## src/sv/gapp_pkg.sv

```systemverilog
// Shared constants and types of the gradient-adjusted pixel predictor.
`timescale 1ns / 1ps
`default_nettype none

package gapp_pkg;

  // Line memory depth and the supported row lengths.
  localparam int unsigned MaxRowLength = 4096;
  localparam int unsigned MinRowLength = 3;

  // Configuration port.
  localparam int unsigned RowLengthW = 13;
  localparam int unsigned CfgIdxW    = 1;
  localparam int unsigned CfgDataW   = 13;

  localparam logic [CfgIdxW-1:0]    CfgRowLength   = 1'd0;
  localparam logic [CfgIdxW-1:0]    CfgDecodeMode  = 1'd1;
  localparam logic [RowLengthW-1:0] ResetRowLength = 13'd640;

  // Gradient thresholds: sharp edge, strong blend, slight blend.
  localparam int SharpThr  = 80;
  localparam int BlendThr  = 32;
  localparam int SlightThr = 8;

  typedef struct packed {
    logic [7:0] r;
    logic [7:0] g;
    logic [7:0] b;
  } pix_t;

  // One line memory entry: the previous row and the row before it.
  typedef struct packed {
    pix_t above;
    pix_t two;
  } line_t;

  // Causal neighborhood of one color component.
  typedef struct packed {
    logic [7:0] w;
    logic [7:0] ww;
    logic [7:0] n;
    logic [7:0] nn;
    logic [7:0] nw;
    logic [7:0] ne;
    logic [7:0] nne;
  } nbr_t;

endpackage

`default_nettype wire

```

## src/sv/gapp_comp.sv

```systemverilog
// Gradient-adjusted prediction and delta coding of one color component.
`timescale 1ns / 1ps
`default_nettype none

module gapp_comp (
  input  gapp_pkg::nbr_t nbr_i,
  input  logic [7:0]     sample_i,
  input  logic           decode_i,
  input  logic           predict_i,
  output logic [7:0]     result_o,
  output logic [7:0]     recon_o
);

  typedef logic signed [11:0] val_t;

  localparam val_t Sharp  = val_t'(gapp_pkg::SharpThr);
  localparam val_t Blend  = val_t'(gapp_pkg::BlendThr);
  localparam val_t Slight = val_t'(gapp_pkg::SlightThr);
  localparam val_t PixMax = val_t'(255);

  function automatic val_t absd(input val_t a, input val_t b);
    return (a > b) ? (a - b) : (b - a);
  endfunction

  // Halving and quartering that truncate toward zero.
  function automatic val_t half_tz(input val_t v);
    return (v < 0) ? -((-v) >>> 1) : (v >>> 1);
  endfunction

  function automatic val_t quarter_tz(input val_t v);
    return (v < 0) ? -((-v) >>> 2) : (v >>> 2);
  endfunction

  val_t       w, ww, n, nn, nw, ne, nne;
  val_t       dh, dv, dhv, dvh, base, pred;
  logic [7:0] pred_sat;

  always_comb begin
    w   = val_t'({4'b0000, nbr_i.w});
    ww  = val_t'({4'b0000, nbr_i.ww});
    n   = val_t'({4'b0000, nbr_i.n});
    nn  = val_t'({4'b0000, nbr_i.nn});
    nw  = val_t'({4'b0000, nbr_i.nw});
    ne  = val_t'({4'b0000, nbr_i.ne});
    nne = val_t'({4'b0000, nbr_i.nne});

    dh  = absd(w, ww) + absd(n, nw) + absd(ne, n);
    dv  = absd(w, nw) + absd(n, nn) + absd(ne, nne);
    dhv = dh - dv;
    dvh = dv - dh;

    base = half_tz(n + w) + quarter_tz(ne - nw);

    if (dhv > Sharp) begin
      pred = n;
    end else if (dvh > Sharp) begin
      pred = w;
    end else if (dhv > Blend) begin
      pred = half_tz(base + n);
    end else if (dvh > Blend) begin
      pred = half_tz(base + w);
    end else if (dhv > Slight) begin
      pred = quarter_tz(base + (base <<< 1) + n);
    end else if (dvh > Slight) begin
      pred = quarter_tz(base + (base <<< 1) + w);
    end else begin
      pred = base;
    end

    if (pred < 0) begin
      pred_sat = 8'd0;
    end else if (pred > PixMax) begin
      pred_sat = 8'd255;
    end else begin
      pred_sat = pred[7:0];
    end

    if (!predict_i) begin
      recon_o  = sample_i;
      result_o = sample_i;
    end else if (decode_i) begin
      recon_o  = sample_i + pred_sat;
      result_o = sample_i + pred_sat;
    end else begin
      recon_o  = sample_i;
      result_o = sample_i - pred_sat;
    end
  end

endmodule

`default_nettype wire

```

## config.mk

```make
export PLATFORM = sky130hd
export DESIGN_NAME = gapp_comp
export DESIGN_NICKNAME = d
export VERILOG_FILES = /design/src/sv/gapp_pkg.sv /design/src/sv/gapp_comp.sv
export SDC_FILE = /design/constraint.sdc
export NUM_CORES = 1
export LEC_CHECK = 0
export BUFFER_PORTS_ARGS = -buffer_cell sky130_fd_sc_hd__buf_2
export CAP_MARGIN = 20
export CORE_ASPECT_RATIO = 1.2
export CORE_MARGIN = 8
export CORE_UTILIZATION = 50
export DETAILED_ROUTE_END_ITERATION = 8
export PLACE_DENSITY = 0.7
export SLEW_MARGIN = 40
export SYNTH_ARGS = -nofsm -noshare
export SYNTH_HDL_FRONTEND = slang
export SYNTH_SLANG_ARGS = --single-unit
```

## constraint.sdc

```tcl
create_clock -name vclk -period 16.9
set_input_delay 3.38 -clock vclk [all_inputs]
set_output_delay 3.38 -clock vclk [all_outputs]
set_load 0.01 [all_outputs]
```

==> results.md <==
- DIE AREA: 31,200 sq um
- Fmax: 0.0598 GHz
- Drt pass-1 iters: 5
- Number of clock buffers in the layout: 0
- Die Width: 163 um
- Sequential share of the synthesized area: 0%
- All-layer global routing usage: 27.6%
- Fillers: 2,222
- I/O pins: 82
- Mapped Cells: 1,764
- Layout Nets: 2,398
- RePlAce Congestion: 1.07
- DRC violations left: 0
- Vias in the first global route: 13,900
- Core Footprint: 25,400 sq um
- Status: completed
- Crit share post-route: 98.9%
- Slowest-stage cell, CP: or4b_1
- Post-DP HPWL: 38.3 mm
- Crit path time final: 16.71 ns
- Register Area: 0 sq um
- Least-Margin Pin Slew: 0.800 ns
- Drt total wl: 45.5 mm
- Worst EP arrival: 13.33 ns
- Worst Hold Depth: 4
- Routed len/inst: 19.0 um
- Largest net degree at the start of global routing: 18
- Synth Warn #: 0
- Setup CP Type: primary input to primary output
- Post-layout util: 64.9%
- Worst Hold Path EP: recon_o[0]
- Via-to-Cell Ratio: 5.87
- Synth top cells by count: 221 x ha_1, 171 x inv_1, 151 x nor2_1, 144 x a21oi_1, 124 x xnor2_1
- Yosys cell types: 94
- Post-DP Area: 15,300 sq um
- Cell repeated most along the worst path: nor2_1
- Final instance area: 16,500 sq um
- CTS Hold Bufs: 0
- Synth area leaders: ha_1 21%, xnor2_1 8.4%, fa_1 6.8%, a21oi_1 5.6%, inv_1 5.0%
- Fraction of layout cells with a size suffix above 1: 27.1%
- Unrepaired setup endpoints after global routing: yes
- First-pass GRT wire length: 70.1 mm
- Syn_area_per_cell: 7.31 sq um
- Antenna Nets Post-Route: 0
- Vias: 14,100
- Total gr overflow: 0
- Final Hold Fails: 0
- Initial Util: 50.8%
- Mapped Nets: 2,095
- CP max stage delay: 0.49 ns
- Post-synth top area share: 21.5%
- Crit path max fanout: 7
- 1st-iter DRT viols: 748
- Initial antenna violation count: 2
- Final Setup Violations: 0
- Setup crit end kind: primary output
- Critical Path RT: 13.52 ns
- Count of port buffers added during placement: 82
- Startpoint types: primary input
- Pins Over Slew Limit: 0
- Die height: 192 um
- Rows: 64
- Post-Syn Area: 12,900 sq um
- Layout Area Growth over Synthesis: 27.8%
- Count leader, synth: ha_1
- Hold Crit Start: sample_i[0]
- Seq_cells: 0
- Post-synth top area cell: ha_1
- Worst hold path class: primary input to primary output
- Max-cap violation count: 0
- Slew HR: 46.5%
## layout by cell type (no fill, tap or decap), types with 37 or more instances in the layout
cell type,instances
a21o_1,37
a21oi_1,121
buf_2,81
buf_4,260
fa_1,39
ha_1,201
inv_1,164
mux2i_1,41
nand2_1,106
nand3_1,42
nor2_1,142
nor3_1,41
o21a_1,42
o21ai_0,74
xnor2_1,106
xor2_1,57
## cells by family after synthesis
kind of cell | count (synthesis) | share of synthesized area, %
adders and majority gates | 266 | 28.4
xor gates and xnor gates | 189 | 13.5
buffers and inverters | 222 | 6.80
and+or+nand+nor | 508 | 19.3
muxes | 72 | 5.77
AOI/OAI and AO/OA | 507 | 26.2
## how the worst max path moves through the flow
stage | slack (ns) | startpoint | cells past startpoint | end
4_1_cts | 0.005 | nbr_i[8] | 51 | result_o[7]
5_1_grt | -0.37 | nbr_i[41] | 57 | result_o[7]
2_1_floorplan | 0.05 | nbr_i[17] | 56 | result_o[7]
3_3_place_gp | -0.11 | nbr_i[49] | 59 | result_o[7]
3_5_place_dp | -0.30 | nbr_i[49] | 59 | result_o[7]
6_report | 0.19 | nbr_i[41] | 57 | result_o[7]
## worst max-delay path, delay by kind of cell
family          cells  cell delay (ns)
fa+ha+maj           6             1.78
compound gates     23             4.00
xor+xnor            1             0.19
mux                 1             0.33
simple gates       19             2.71
buf+inv             7             0.89
## area by class of cell
| cell class | instances | area [sq um] | area share (%) |
|---|---|---|---|
| well taps | 330 | 413 | 2.51 |
| inverters | 173 | 652 | 3.96 |
| diodes | 2 | 5.00 | 0.0304 |
| repair buffers | 350 | 2460 | 14.9 |
| multi-input cells | 1542 | 12900 | 78.6 |
## per-layer routing
| metal | up-vias | global-route usage (%) | wire, um |
|---|---|---|---|
| met1 | 6596 | 30.1 | 17300 |
| met3 | 163 | 1.57 | 2030 |
| li1 | 6911 | - | - |
| met2 | 404 | 52.4 | 23100 |
| met4 | 0 | 15.2 | 3090 |
| met5 | - | 0 | 0 |
## stage by stage
step                      instances  setup TNS (ns)  hold slack (ns)  worst slack, ns
after detailed placement       2361          -0.326             7.12           -0.298
after global placement         2361          -0.114             7.11           -0.114
after global routing           2397          -0.648             7.17           -0.374
final                          2397               0             7.12            0.190
after CTS                      2362               0             7.12          0.00489
after floorplan                1764               0             6.90           0.0455
## repair_timing
action                     CTS  global route
buffers inserted             1            34
resized for setup           26           187
setup endpoints to repair    2             4
pin swaps                    7            91
Power is left out: the tool's default activity adds up to more than one toggle a clock period on the data nets, which glitch-free logic cannot reach.
